===== src/hw/rtl/fcsr_pkg.sv =====
// ----------------------------------------------------------------------------
// fcsr_pkg
// Shared constants and types for the framed command sample reporter.
// ----------------------------------------------------------------------------
package fcsr_pkg;

    localparam int RING_DEPTH_DEF = 8;
    localparam int FRAME_DEPTH    = 8;
    localparam int POS_W          = 4;

    // framing and command bytes
    localparam logic [7:0] FRAME_OPEN  = 8'h01;
    localparam logic [7:0] FRAME_CLOSE = 8'h04;
    localparam logic [7:0] BYTE_INSTR  = 8'hFF;
    localparam logic [7:0] BYTE_DUMP   = 8'hF0;
    localparam logic [7:0] BYTE_NEWEST = 8'hF1;

    // reply characters
    localparam logic [7:0] ASCII_ZERO  = 8'h30;
    localparam logic [7:0] ASCII_COMMA = 8'h2C;
    localparam logic [7:0] ASCII_E     = 8'h45;
    localparam logic [7:0] ASCII_R     = 8'h52;
    localparam logic [7:0] ASCII_O     = 8'h4F;

    // byte slots within one four-byte reply group
    localparam logic [1:0] SLOT_HUND  = 2'd0;
    localparam logic [1:0] SLOT_TENS  = 2'd1;
    localparam logic [1:0] SLOT_UNITS = 2'd2;
    localparam logic [1:0] SLOT_LAST  = 2'd3;

    typedef struct packed {
        logic [4:0] quot;
        logic [3:0] rem;
    } div_res_t;

endpackage


===== src/hw/rtl/fcsr_div10.sv =====
// ----------------------------------------------------------------------------
// fcsr_div10
// Divide-by-ten step shared by the sequencer: quotient and remainder of an
// 8-bit value, by reciprocal multiply and correction-free back subtraction.
// ----------------------------------------------------------------------------
module fcsr_div10
    import fcsr_pkg::*;
(
    input  logic [7:0] dividend,
    output div_res_t   res
);

    logic [15:0] product;
    logic [4:0]  quot;
    logic [7:0]  quot_x10;
    logic [7:0]  diff;

    // x * 205 >> 11 is exact for every 8-bit x
    assign product  = 16'(dividend) * 16'd205;
    assign quot     = product[15:11];
    assign quot_x10 = {quot, 3'b000} + {2'b00, quot, 1'b0};
    assign diff     = dividend - quot_x10;

    assign res.quot = quot;
    assign res.rem  = diff[3:0];

endmodule


===== src/hw/rtl/framed_command_sample_reporter_unit.sv =====
// ----------------------------------------------------------------------------
// framed_command_sample_reporter_unit
// Sample ring plus framed serial command decoder; dumps or reports samples
// as ASCII decimal text, one reply byte per transfer.
// ----------------------------------------------------------------------------
//  channel | ports                                  | direction
//  s_      | s_valid s_ready s_req_type s_rx_byte   | in, one item per transfer
//          | s_sample                               |
//  m_      | m_valid m_ready m_tx_byte m_last       | out, one reply byte each
//
//  a dump scans every ring slot from the oldest and emits a four-byte group
//  per valid sample; newest replies with one group, or ERRO; the shared
//  divide-by-ten step runs twice per sample and the output register gives
//  one byte per cycle while m_ready allows
//  s_ready is low while a reply is being built; m_ready low stalls it
//  aresetn clears frame state, ring valid marks and the write pointer
// ----------------------------------------------------------------------------
module framed_command_sample_reporter_unit
    import fcsr_pkg::*;
#(
    parameter int RING_DEPTH = RING_DEPTH_DEF
) (
    input  logic       aclk,
    input  logic       aresetn,
    input  logic       s_valid,
    output logic       s_ready,
    input  logic       s_req_type,
    input  logic [7:0] s_rx_byte,
    input  logic [7:0] s_sample,
    output logic       m_valid,
    input  logic       m_ready,
    output logic [7:0] m_tx_byte,
    output logic       m_last
);

    localparam int RW = (RING_DEPTH > 1) ? $clog2(RING_DEPTH) : 1;
    localparam int CW = $clog2(RING_DEPTH + 1);
    localparam int SW = RW + 1;

    typedef enum logic [2:0] {
        ST_IDLE,
        ST_SCAN,
        ST_DIV,
        ST_EMIT,
        ST_ERR
    } state_t;

    function automatic logic [RW-1:0] wrap_add(input logic [RW-1:0] base,
                                               input logic [CW-1:0] ofs);
        logic [SW-1:0] s;
        s = SW'(base) + SW'(ofs);
        if (s >= SW'(RING_DEPTH)) begin
            s = s - SW'(RING_DEPTH);
        end
        return s[RW-1:0];
    endfunction

    // ring storage
    logic [7:0]            ring_value_reg [RING_DEPTH];
    logic [RING_DEPTH-1:0] ring_valid_reg;
    logic [RW-1:0]         wptr_reg;

    // sequencer and frame state
    state_t          state_reg, state_next;
    logic            active_reg, active_next;
    logic [POS_W-1:0] pos_reg, pos_next;
    logic [7:0]      byte_one_reg, byte_one_next;
    logic [7:0]      byte_two_reg, byte_two_next;
    logic            newest_reg, newest_next;
    logic [CW-1:0]   scan_cnt_reg, scan_cnt_next;
    logic            last_sample_reg, last_sample_next;
    logic [4:0]      quot_reg, quot_next;
    logic [3:0]      units_reg, units_next;
    logic [3:0]      tens_reg, tens_next;
    logic [1:0]      hund_reg, hund_next;
    logic [1:0]      byte_cnt_reg, byte_cnt_next;
    logic            m_valid_reg, m_valid_next;
    logic [7:0]      m_tx_byte_reg, m_tx_byte_next;
    logic            m_last_reg, m_last_next;

    logic          accept;
    logic          out_free;
    logic          ring_write;
    logic [RW-1:0] newest_idx;
    logic [RW-1:0] rd_idx;
    logic [7:0]    rd_value;
    logic          rd_valid;
    logic          more_valid;
    logic [7:0]    div_in;
    div_res_t      div_res;

    assign s_ready    = (state_reg == ST_IDLE);
    assign accept     = s_valid && s_ready;
    assign out_free   = !m_valid_reg || m_ready;
    assign ring_write = accept && s_req_type;

    assign newest_idx = (wptr_reg == '0) ? RW'(RING_DEPTH - 1) : wptr_reg - 1'b1;
    assign rd_idx     = newest_reg ? newest_idx : wrap_add(wptr_reg, scan_cnt_reg);
    assign rd_value   = ring_value_reg[rd_idx];
    assign rd_valid   = ring_valid_reg[rd_idx];

    // any valid entry later in scan order decides the last flag of a dump
    always_comb begin
        more_valid = 1'b0;
        for (int k = 0; k < RING_DEPTH; k++) begin
            if ((CW'(k) > scan_cnt_reg) && ring_valid_reg[wrap_add(wptr_reg, CW'(k))]) begin
                more_valid = 1'b1;
            end
        end
    end

    assign div_in = (state_reg == ST_SCAN) ? rd_value : {3'b000, quot_reg};

    fcsr_div10 u_div10 (
        .dividend (div_in),
        .res      (div_res)
    );

    always_comb begin
        state_next       = state_reg;
        active_next      = active_reg;
        pos_next         = pos_reg;
        byte_one_next    = byte_one_reg;
        byte_two_next    = byte_two_reg;
        newest_next      = newest_reg;
        scan_cnt_next    = scan_cnt_reg;
        last_sample_next = last_sample_reg;
        quot_next        = quot_reg;
        units_next       = units_reg;
        tens_next        = tens_reg;
        hund_next        = hund_reg;
        byte_cnt_next    = byte_cnt_reg;
        m_valid_next     = m_valid_reg && !m_ready;
        m_tx_byte_next   = m_tx_byte_reg;
        m_last_next      = m_last_reg;

        case (state_reg)
            ST_IDLE: begin
                if (accept && !s_req_type) begin
                    if (!active_reg) begin
                        if (s_rx_byte == FRAME_OPEN) begin
                            active_next = 1'b1;
                            pos_next    = POS_W'(1);
                        end
                    end else if (s_rx_byte == FRAME_CLOSE ||
                                 pos_reg >= POS_W'(FRAME_DEPTH - 1)) begin
                        active_next   = 1'b0;
                        pos_next      = '0;
                        scan_cnt_next = '0;
                        if (pos_reg >= POS_W'(3) && byte_one_reg == BYTE_INSTR) begin
                            if (byte_two_reg == BYTE_DUMP && pos_reg == POS_W'(3)) begin
                                newest_next = 1'b0;
                                state_next  = ST_SCAN;
                            end else if (byte_two_reg == BYTE_NEWEST) begin
                                newest_next = 1'b1;
                                state_next  = ST_SCAN;
                            end
                        end
                    end else begin
                        if (pos_reg == POS_W'(1)) begin
                            byte_one_next = s_rx_byte;
                        end else if (pos_reg == POS_W'(2)) begin
                            byte_two_next = s_rx_byte;
                        end
                        pos_next = pos_reg + 1'b1;
                    end
                end
            end
            ST_SCAN: begin
                if (newest_reg) begin
                    if (rd_valid) begin
                        quot_next        = div_res.quot;
                        units_next       = div_res.rem;
                        last_sample_next = 1'b1;
                        state_next       = ST_DIV;
                    end else begin
                        byte_cnt_next = SLOT_HUND;
                        state_next    = ST_ERR;
                    end
                end else if (scan_cnt_reg == CW'(RING_DEPTH)) begin
                    state_next = ST_IDLE;
                end else if (rd_valid) begin
                    quot_next        = div_res.quot;
                    units_next       = div_res.rem;
                    last_sample_next = !more_valid;
                    state_next       = ST_DIV;
                end else begin
                    scan_cnt_next = scan_cnt_reg + 1'b1;
                end
            end
            ST_DIV: begin
                hund_next     = div_res.quot[1:0];
                tens_next     = div_res.rem;
                byte_cnt_next = SLOT_HUND;
                state_next    = ST_EMIT;
            end
            ST_EMIT: begin
                if (out_free) begin
                    m_valid_next  = 1'b1;
                    m_last_next   = (byte_cnt_reg == SLOT_LAST) && last_sample_reg;
                    byte_cnt_next = byte_cnt_reg + 1'b1;
                    case (byte_cnt_reg)
                        SLOT_HUND:  m_tx_byte_next = ASCII_ZERO + {6'b000000, hund_reg};
                        SLOT_TENS:  m_tx_byte_next = ASCII_ZERO + {4'b0000, tens_reg};
                        SLOT_UNITS: m_tx_byte_next = ASCII_ZERO + {4'b0000, units_reg};
                        default:    m_tx_byte_next = ASCII_COMMA;
                    endcase
                    if (byte_cnt_reg == SLOT_LAST) begin
                        if (newest_reg) begin
                            state_next = ST_IDLE;
                        end else begin
                            scan_cnt_next = scan_cnt_reg + 1'b1;
                            state_next    = ST_SCAN;
                        end
                    end
                end
            end
            ST_ERR: begin
                if (out_free) begin
                    m_valid_next  = 1'b1;
                    m_last_next   = (byte_cnt_reg == SLOT_LAST);
                    byte_cnt_next = byte_cnt_reg + 1'b1;
                    case (byte_cnt_reg)
                        SLOT_HUND: m_tx_byte_next = ASCII_E;
                        SLOT_LAST: m_tx_byte_next = ASCII_O;
                        default:   m_tx_byte_next = ASCII_R;
                    endcase
                    if (byte_cnt_reg == SLOT_LAST) begin
                        state_next = ST_IDLE;
                    end
                end
            end
            default: begin
                state_next = ST_IDLE;
            end
        endcase
    end

    always_ff @(posedge aclk) begin
        if (!aresetn) begin
            state_reg    <= ST_IDLE;
            active_reg   <= 1'b0;
            pos_reg      <= '0;
            byte_one_reg <= '0;
            byte_two_reg <= '0;
            newest_reg   <= 1'b0;
            scan_cnt_reg <= '0;
            byte_cnt_reg <= '0;
            m_valid_reg  <= 1'b0;
        end else begin
            state_reg    <= state_next;
            active_reg   <= active_next;
            pos_reg      <= pos_next;
            byte_one_reg <= byte_one_next;
            byte_two_reg <= byte_two_next;
            newest_reg   <= newest_next;
            scan_cnt_reg <= scan_cnt_next;
            byte_cnt_reg <= byte_cnt_next;
            m_valid_reg  <= m_valid_next;
        end
        last_sample_reg <= last_sample_next;
        quot_reg        <= quot_next;
        units_reg       <= units_next;
        tens_reg        <= tens_next;
        hund_reg        <= hund_next;
        m_tx_byte_reg   <= m_tx_byte_next;
        m_last_reg      <= m_last_next;
    end

    // ring valid marks and write pointer
    always_ff @(posedge aclk) begin
        if (!aresetn) begin
            ring_valid_reg <= '0;
            wptr_reg       <= '0;
        end else if (ring_write) begin
            ring_valid_reg[wptr_reg] <= 1'b1;
            wptr_reg <= (wptr_reg == RW'(RING_DEPTH - 1)) ? '0 : wptr_reg + 1'b1;
        end
    end

    always_ff @(posedge aclk) begin
        if (ring_write) begin
            ring_value_reg[wptr_reg] <= s_sample;
        end
    end

    assign m_valid   = m_valid_reg;
    assign m_tx_byte = m_tx_byte_reg;
    assign m_last    = m_last_reg;

`ifndef SYNTHESIS
    a_out_from_emit: assert property (@(posedge aclk) disable iff (!aresetn)
        $rose(m_valid_reg) |-> ($past(state_reg) == ST_EMIT || $past(state_reg) == ST_ERR))
        else $error("reply byte loaded outside an emit state");

    a_last_byte: assert property (@(posedge aclk) disable iff (!aresetn)
        (m_valid_reg && m_last_reg) |-> (m_tx_byte_reg == ASCII_COMMA ||
                                         m_tx_byte_reg == ASCII_O))
        else $error("last flag on a byte that cannot end a reply");

    a_div_valid_only: assert property (@(posedge aclk) disable iff (!aresetn)
        (state_reg == ST_DIV) |-> $past(rd_valid))
        else $error("conversion started on an unwritten ring slot");

    a_busy_no_ready: assert property (@(posedge aclk) disable iff (!aresetn)
        (state_reg == ST_EMIT && byte_cnt_reg != SLOT_HUND) |-> $past(!s_ready))
        else $error("input taken in the middle of a reply group");
`endif

endmodule


===== config.mk =====
export PLATFORM = sky130hd
export DESIGN_NAME = framed_command_sample_reporter_unit
export DESIGN_NICKNAME = d
export VERILOG_FILES = /design/src/hw/rtl/fcsr_pkg.sv /design/src/hw/rtl/fcsr_div10.sv /design/src/hw/rtl/framed_command_sample_reporter_unit.sv
export SDC_FILE = /design/constraint.sdc
export NUM_CORES = 1
export LEC_CHECK = 0
export BUFFER_PORTS_ARGS = -buffer_cell sky130_fd_sc_hd__buf_4
export CAP_MARGIN = 15
export CORE_ASPECT_RATIO = 0.75
export CORE_UTILIZATION = 57
export CTS_BUF_LIST = sky130_fd_sc_hd__clkbuf_8
export CTS_CLUSTER_DIAMETER = 200
export DETAILED_ROUTE_END_ITERATION = 10
export HOLD_SLACK_MARGIN = 0.15
export PLACE_DENSITY = 0.82
export SYNTH_ARGS = -nofsm -noshare
export SYNTH_HDL_FRONTEND = slang
export SYNTH_SLANG_ARGS = --single-unit

===== constraint.sdc =====
create_clock -name aclk -period 9.7 [get_ports aclk]
set_input_delay 0.97 -clock aclk [delete_from_list [all_inputs] [get_ports aclk]]
set_output_delay 0.97 -clock aclk [all_outputs]
set_load 0.02 [all_outputs]

* Word level (Yosys, flattened, before mapping) *
Memories as Yosys holds them, arrays and structs flattened.
Cells that the tools add are included.

word-level totals
  register bits after elaboration = 68
  memory bits (writable) = 64
  input port bits = 21
  logic and storage cells = 257
  memories kept = 1

memory list
  name            words  width  read ports  clocked after Yosys merged registers in  wr ports  RTL line                                   source
  ring_value_reg  8      8      1           0                                        1         framed_command_sample_reporter_unit.sv:59  logic [7:0] ring_value_reg [RING_DEPTH];

operators by class
  $add $sub $neg = 27
  $mul = 1
  $lt $le $gt $ge = 30
  equal/unequal tests = 34
  mux-type cells = 101
  bitwise operators = 3
  reductions and logical operators = 42

operators by type and width
  kind                                                                           number
  3-bit 2-to-1 mux                                                               26
  4-bit 2-to-1 mux                                                               15
  3-bit by 4-bit less-than comparator with 1-bit output (second input constant)  10
  1-bit 2-to-1 mux                                                               34
  4-bit >= comparator (second input constant)                                    8
  3-bit by 1-bit subtractor with 3-bit output (second input constant)            10
  1-bit binary-select mux with 3-bit select                                      9
  8-bit equality test (second input constant)                                    3
  8-bit 2-to-1 mux                                                               3
  7-bit one-hot mux with 3 select lines                                          1
  2-bit inequality test (second input constant)                                  10
  10-bit AND reduction                                                           2
  3-bit by 3-bit adder with 4-bit output (second input constant)                 4
  3-bit by 4-bit > comparator with 1-bit output (first input constant)           4
  1-bit logical AND                                                              16
  8-bit by 8-bit multiplier with 16-bit output (second input constant)           1
  8-bit one-hot mux with 2 select lines                                          1
  5-bit 2-to-1 mux                                                               3
  3-bit one-hot mux with 5 select lines                                          1
  6-bit by 4-bit adder with 7-bit output (first input constant)                  2
  4-bit one-hot mux with 3 select lines                                          1
  6-bit AND reduction                                                            2
  2-bit by 1-bit inequality test with 1-bit output (second input constant)       5
  5-bit one-hot mux with 2 select lines                                          1
  other kinds (44)                                                               66

* Longest topological paths before layout *
Gate-level depths: netlist (run 1).

  depth in word-level cells = 17
  mapped depth = 34
  gate-level depth less buffers = 31

* Hierarchy *
Synthesis (run 1) repeated with hierarchy kept, for this count alone.

unflattened totals
  cell total of the unflattened synthesis = 586
  area, all modules = 7328.3 µm²

modules (own cells, without submodules)
  module                               times used  cells each  area each (µm²)  seq. area each (µm²)
  framed_command_sample_reporter_unit  1           472         6182.2           3503.4
  fcsr_div10                           1           114         1146.1           0.0

* Worst setup path after synthesis (run 1) *
Ideal clock, no wire load.

  path kind = register to register
  start = register wptr_reg[0]
  end = register tens_reg[3] (data pin)
  data arrival time = 7.877 ns
  required time = 9.427 ns
  path slack = 1.550 ns
  cell stages (with the launch flop) = 35
  buffers on the path = 4
  period minus slack after synthesis = 8.150 ns
  cell sequence = dfxtp_1 -> buf_2 -> clkbuf_1 -> inv_1 -> ha_1 -> buf_2 -> nand2_1 -> o21a_1 -> buf_6 -> a221oi_1 -> a211oi_1 -> nor3_1 -> inv_1 -> ha_1 -> xor2_1 -> ha_1 -> fa_1 -> inv_1 -> fa_1 -> inv_1 -> ha_1 -> nand4_1 -> or3_1 -> a31o_2 -> o21ai_0 -> a21oi_1 -> xnor2_1 -> ha_1 -> nand2_1 -> a21oi_1 -> mux2_4 -> or4_4 -> a31o_1 -> o32ai_2 -> xor3_1

RTL lines
  item                    RTL line                                    source
  start, declared         framed_command_sample_reporter_unit.sv:61   logic [RW-1:0] wptr_reg;
  start signal, assigned  framed_command_sample_reporter_unit.sv:277  wptr_reg <= (wptr_reg == RW'(RING_DEPTH - 1)) ? '0 : wptr_reg + 1'b1;
  end signal, assigned    framed_command_sample_reporter_unit.sv:264  tens_reg <= tens_next;
  end, declared           framed_command_sample_reporter_unit.sv:74   logic [3:0] tens_reg, tens_next;

==> flow_summary_export.csv, run 1 <==
group,metric,value,unit
worst_setup_path,worst-path-buf-inv,4,
grt,gr-usage-all-layers,25.3,%
power,p_sw_share,40.6,%
grt,grt_start_max_net_pins,41,
layout,insertedDiodeCount,0,
drt,dr.first_iter.drc_count,534,
layout,area_growth,10.5,%
worst_setup_path,max_stage_delay,0.67,ns
worst_setup_path,crit_type,"flip-flop to flip-flop",
worst_setup_path,slowest_stage,"nor3_1",
power,seq_power_share,28.0,%
die,start_util,59.4,%
synthesis,synth_area_per_cell,12.2,um^2
sta,setup_viol,0,
sta,layout_min_cycle_time,9.12,ns
die,dieArea,0.0135,mm^2
cts,htree_levels,4,
grt,grt-ovfl-total,0,
drt,wl_per_cell,19.6,um
layout,num-nets-final,734,
cts,clk_path_buf_depth,2,
cts,root_buffer,"clkbuf_8",
cts,cts_made_buffers,17,
synthesis,yosys.area.top_type_share,35.6,%
cts,tritoncts,"built",
drt,vias_per_cell,6.07,
sta,drv_slew,0,
flow_run,drv_cap,0,
layout,layout_commonest_cell,"edfxtp_1",
worst_setup_path,crit_required,9.88,ns
synthesis,syn-instance-count,609,
synthesis,synth_warnings,0,
worst_setup_path,crit_top_cell,"ha_1",
hold_path,hp-class,"flip-flop to flip-flop",
power,power_density,315,mW/mm^2
layout,largest_register_ffs,64,
layout,final_cell_mix,"88 x edfxtp_1, 63 x ha_1, 45 x inv_1",
die,die_h,101,um
worst_setup_path,worstSetupStartpointType,"flip-flop",
worst_setup_path,path_max_fanout,18,
synthesis,synth.area.top_cells,"edfxtp_1 36%, dfxtp_1 12%, ha_1 11%",
synthesis,synthFlopType,"edfxtp_1",
synthesis,ys_seq_area_share,47.2,%
sta,skew,0.0120,ns
cts,postCtsSetupBuffers,0,
layout,final_layout_size_suffix_gt1_share,14.4,%
cts,numClockSinks,131,
cts,hold_buffers,0,
sta,fin_crit_sh,94.1,%
synthesis,ys_ff_latch,131,
layout,num-fill-cells,919,
sta,slew_headroom,40.1,%
placed_design,dpl_worst_slack,0.823,ns
synthesis,synth_edf_count,88,
sta,fmax,0.110,GHz
synthesis,yosysTopAreaCell,"edfxtp_1",
worst_setup_path,cp-end-kind,"flip-flop",
placed_design,portBuffers,30,
synthesis,syn_nets,704,
synthesis,async_flop_share,0,%
grt,grt_pass1_vias,4895,
grt,antenna_found_initial,0,
cts,cts_resized,0,
die,pin_count,32,
sta,hold_viol,0,
outcome,status,"complete, no violations",
placed_design,gp_congestion,0.932,
power,peakVddDrop,0.214,mV
sta,setup_slack,0.577,ns
power,switchingPower,0.00105,W
synthesis,netlist_area,0.00742,mm^2
drt,routed_wirelength,16.1,mm
sta,rsz0062_at_grt,"false",
power,clkPwrFrac,19.8,%
sta,tightest_slew,0.892,ns
drt,vias,4966,
power,p_leak,3.21,nW
power,p_int,0.00153,W
sta,setup_tns,0,ns
worst_setup_path,crit_family,"adder cells",
drt,remaining_drc_errors,0,
power,comb_power_share,52.2,%
placed_design,dp_hpwl,11.3,mm
drt,first_pass_iters,5,
drt,ant_nets,0,
die,rows,35,
cts,clk_pin_slew_worst_paths,0.09,ns
cts,insertion_delay,0.45,ns
die,coreArea,0.0125,mm^2
synthesis,synthDistinctLibCells,72,
worst_setup_path,arrival,9.30,ns
grt,grt_pass1_wl,25.6,mm
die,dieWidth,134,um
## cell type report
class | count | area (um^2) | share of cell area (%)
clock buffer | 17 | 234 | 2.85
clock inverter | 15 | 194 | 2.37
inverter | 45 | 169 | 2.06
multi-input combinational | 411 | 3640 | 44.4
sequential | 131 | 3500 | 42.7
tap | 166 | 208 | 2.53
timing repair buffer | 33 | 248 | 3.02
## cell usage after synthesis (all sizes together), types with 10 or more instances
cell type and instances:
nor2b 19, edfxtp 88, and3 12, fa 11
nand3 10, clkbuf 13, mux4 23, o21a 14
nor3 10, o21ai 17, mux2i 30, inv 45
a21oi 17, ha 63, nor2 28, dfxtp 43
nand2 34
## worst register-to-register path: cells and delay by family, from the launching register on
kind / cells / cell delay (ns)
adder cells (fa/ha/maj): 7 / 2.93
AO/OA/AOI/OAI: 9 / 2.05
AND/OR/NAND/NOR: 5 / 1.87
XOR/XNOR: 3 / 0.69
flip-flops: 1 / 0.54
buffers and inverters: 4 / 0.51
multiplexers: 1 / 0.27
## power groups by stage
stage | Clock, W | Combinational, W | Sequential, W
6_report | 0.000512 | 0.00135 | 0.000722
2_1_floorplan | 0 | 0.00104 | 0.000723
5_1_grt | 0.000539 | 0.00152 | 0.000725
3_3_place_gp | 0 | 0.00127 | 0.000732
4_1_cts | 0.000512 | 0.00134 | 0.000721
3_5_place_dp | 0 | 0.00134 | 0.000734
## metal layers
metal  share of wire [%]  global-route usage (%)  up-vias
li1                    -                       -     2352
met1                  47                    35.9     2454
met2                  47                    39.5      141
met3                 5.2                    5.23       19
met4                 1.3                    7.43        0
met5                   0                       0        -
## per-stage QoR
| step | utilization (%) | cells | hold WS [ns] | total power (W) | area [um^2] |
|---|---|---|---|---|---|
| after floorplan | - | 609 | 0.445 | 0.00176 | 7420 |
| after global placement | 62.2 | 786 | 0.456 | 0.00200 | 7770 |
| after detailed placement | 62.2 | 786 | 0.475 | 0.00207 | 7770 |
| after CTS | 65.7 | 818 | 0.490 | 0.00258 | 8200 |
| after global routing | 65.7 | 818 | 0.522 | 0.00278 | 8200 |
| final | 65.7 | 818 | 0.487 | 0.00258 | 8200 |
## kinds of logic (layout without fill, tap and decap cells)
family / count (synthesis) / count (layout) / share of synthesized area, %
simple gates: 160 / 160 / 11.8
flops: 131 / 131 / 47.2
compound gates: 105 / 105 / 10.1
fa+ha+maj: 75 / 75 / 13.7
buf+inv: 67 / 110 / 3.73
mux: 54 / 54 / 11.3
xor+xnor: 16 / 16 / 2.09
other cells: 1 / 1 / 0.0505
## final timing paths
check                                  from            to  slack (ns)  depth (start not counted)
worst max-delay path            wptr_reg[1]  units_reg[3]        0.58                         29
worst min-delay path             pos_reg[3]    pos_reg[3]        0.49                          2
worst min register to register   pos_reg[3]    pos_reg[3]        0.49                          2
worst max register to register  wptr_reg[1]  units_reg[3]        0.58                         29
Power figures use the tool's default switching activity.
==> inputs of run 2 (changes only) <==
RECOVER_POWER = 50   (was not set)
==> run 2 against run 1 <==
Net effect:
- register-to-register slack is essentially flat
- combinational power about the same
- sequential share of layout area is 0.38 points higher
- critical endpoint unchanged
==> flow_summary_export.csv, run 2 (same netlist as run 1, synthesis figures left out) <==
group,metric,value,unit
sta,layout_min_cycle_time,9.12,ns
drt,remaining_drc_errors,0,
drt,ant_nets,0,
sta,tightest_slew,0.888,ns
sta,fin_crit_sh,94.0,%
die,die_h,101,um
layout,stdcell_count,818,
grt,grt_pass1_wl,25.6,mm
drt,routed_wirelength,16.0,mm
layout,num-fill-cells,948,
worst_setup_path,critPathLaunch,"wptr_reg[1]",
worst_setup_path,crit_top_cell,"ha_1",
layout,final_layout_size_suffix_gt1_share,11.5,%
cts,postCtsSetupBuffers,0,
sta,fin_hold_ws,0.487,ns
cts,clk_pin_slew_worst_paths,0.09,ns
cts,numClockSinks,131,
sta,slew_headroom,40.3,%
cts,hold_buffers,0,
layout,area_growth,9.49,%
drt,vias_per_cell,6.10,
die,pin_count,32,
worst_setup_path,arrival,9.29,ns
placed_design,dp_hpwl,11.3,mm
worst_setup_path,path_max_fanout,18,
cts,cts_made_buffers,17,
hold_path,hp-class,"flip-flop to flip-flop",
die,coreArea,0.0125,mm^2
die,dieArea,0.0135,mm^2
worst_setup_path,rrSetupSlack,0.58,ns
sta,fmax,0.110,GHz
die,dieWidth,134,um
power,peakVddDrop,0.214,mV
drt,wl_per_cell,19.6,um
sta,setup_tns,0,ns
drt,vias,4987,
worst_setup_path,timing.rr.start,"wptr_reg[1]",
power,p_leak,3.14,nW
sta,rsz0062_at_grt,"false",
cts,htree_levels,4,
layout,num-nets-final,734,
sta,hold_viol,0,
cts,root_buffer,"clkbuf_8",
power,seq_power_share,28.1,%
worst_setup_path,crit_type,"flip-flop to flip-flop",
power,switchingPower,0.00105,W
grt,antenna_found_initial,0,
worst_setup_path,crit_required,9.88,ns
layout,utilization,65.1,%
worst_setup_path,reg2reg_depth,29,
layout,largest_register_ffs,64,
cts,tritoncts,"built",
die,rows,35,
sta,skew,0.00974,ns
power,power_density,317,mW/mm^2
sta,drv_slew,0,
die,start_util,59.4,%
power,p_int,0.00153,W
worst_setup_path,cp-end-kind,"flip-flop",
power,comb_power_share,52.2,%
grt,gr-usage-all-layers,25.3,%
grt,grt_start_max_net_pins,41,
layout,insertedDiodeCount,0,
drt,first_pass_iters,5,
layout,final_cell_mix,"88 x edfxtp_1, 63 x ha_1, 45 x inv_1",
layout,layout_commonest_cell,"edfxtp_1",
worst_setup_path,worstSetupStartpointType,"flip-flop",
drt,dr.first_iter.drc_count,475,
worst_setup_path,r2r_end,"units_reg[3]",
placed_design,portBuffers,30,
placed_design,dp_cells,786,
worst_setup_path,cp-endpoint,"units_reg[3]",
worst_setup_path,slowest_stage,"nor3_1",
cts,clk_path_buf_depth,2,
flow_run,drv_cap,0,
worst_setup_path,max_stage_delay,0.66,ns
sta,setup_viol,0,
cts,insertion_delay,0.44,ns
outcome,status,"complete, no violations",
cts,cts_resized,0,
power,clkPwrFrac,19.8,%
grt,grt-ovfl-total,0,
placed_design,gp_congestion,0.932,
power,p_sw_share,40.6,%
grt,grt_pass1_vias,4895,
==> run 2: cell types whose count changed in the layout (fill, tap and decap cells not counted), sizes merged <==
cell / before / now
buf: 33 / 14
clkbuf: 17 / 36
==> run 2: power groups by stage <==
stage,clock network [W],registers [W],logic (W)
global placement,0,0.000732,0.00127
global route,0.000539,0.000725,0.00151
floorplan,0,0.000723,0.00104
finish,0.000509,0.000722,0.00134
CTS,0.000512,0.000721,0.00134
detailed placement,0,0.000734,0.00134
==> run 2: worst min-delay path by stage <==
stage,from,end,slack (ns),depth (start not counted)
after detailed placement,pos_reg[3],pos_reg[3],0.47,2
final,pos_reg[3],pos_reg[3],0.49,2
after floorplan,pos_reg[3],pos_reg[3],0.44,2
after global routing,pos_reg[3],pos_reg[3],0.52,2
after global placement,pos_reg[3],pos_reg[3],0.46,2
after CTS,pos_reg[3],pos_reg[3],0.49,2
==> run 2: critical path, delay by kind of cell, from the launching register on <==
kind | cells | cell delay, ns
adder cells (fa/ha/maj) | 7 | 2.92
AO/OA/AOI/OAI | 9 | 2.07
AND/OR/NAND/NOR | 5 | 1.86
XOR/XNOR | 3 | 0.68
flip-flops | 1 | 0.53
buffers and inverters | 4 | 0.49
multiplexers | 1 | 0.27
==> run 2: final cells by class <==
class                           count  area (um^2)  share of cell area, %
Timing Repair Buffer               33          176                   2.17
Multi-Input combinational cell    411         3640                   44.8
Inverter                           45          169                   2.08
Clock buffer                       17          234                   2.88
Tap cell                          166          208                   2.56
Sequential cell                   131         3500                   43.1
Clock inverter                     15          194                   2.39
==> run 2: metal layers <==
layer	GRT usage, %	part of all wire (%)	up-vias
met1	35.9	47	2456
li1	-	-	2347
met3	5.23	5.5	22
met5	0	0	-
met2	39.5	46	162
met4	7.43	1.2	0
==> run 2: per-stage QoR <==
step	area, um^2	setup slack [ns]	power [W]
global placement	7770	1.15	0.00200
CTS	8200	0.706	0.00258
detailed placement	7770	0.823	0.00207
finish	8120	0.583	0.00257
floorplan	7420	1.55	0.00176
global route	8120	0.0511	0.00278
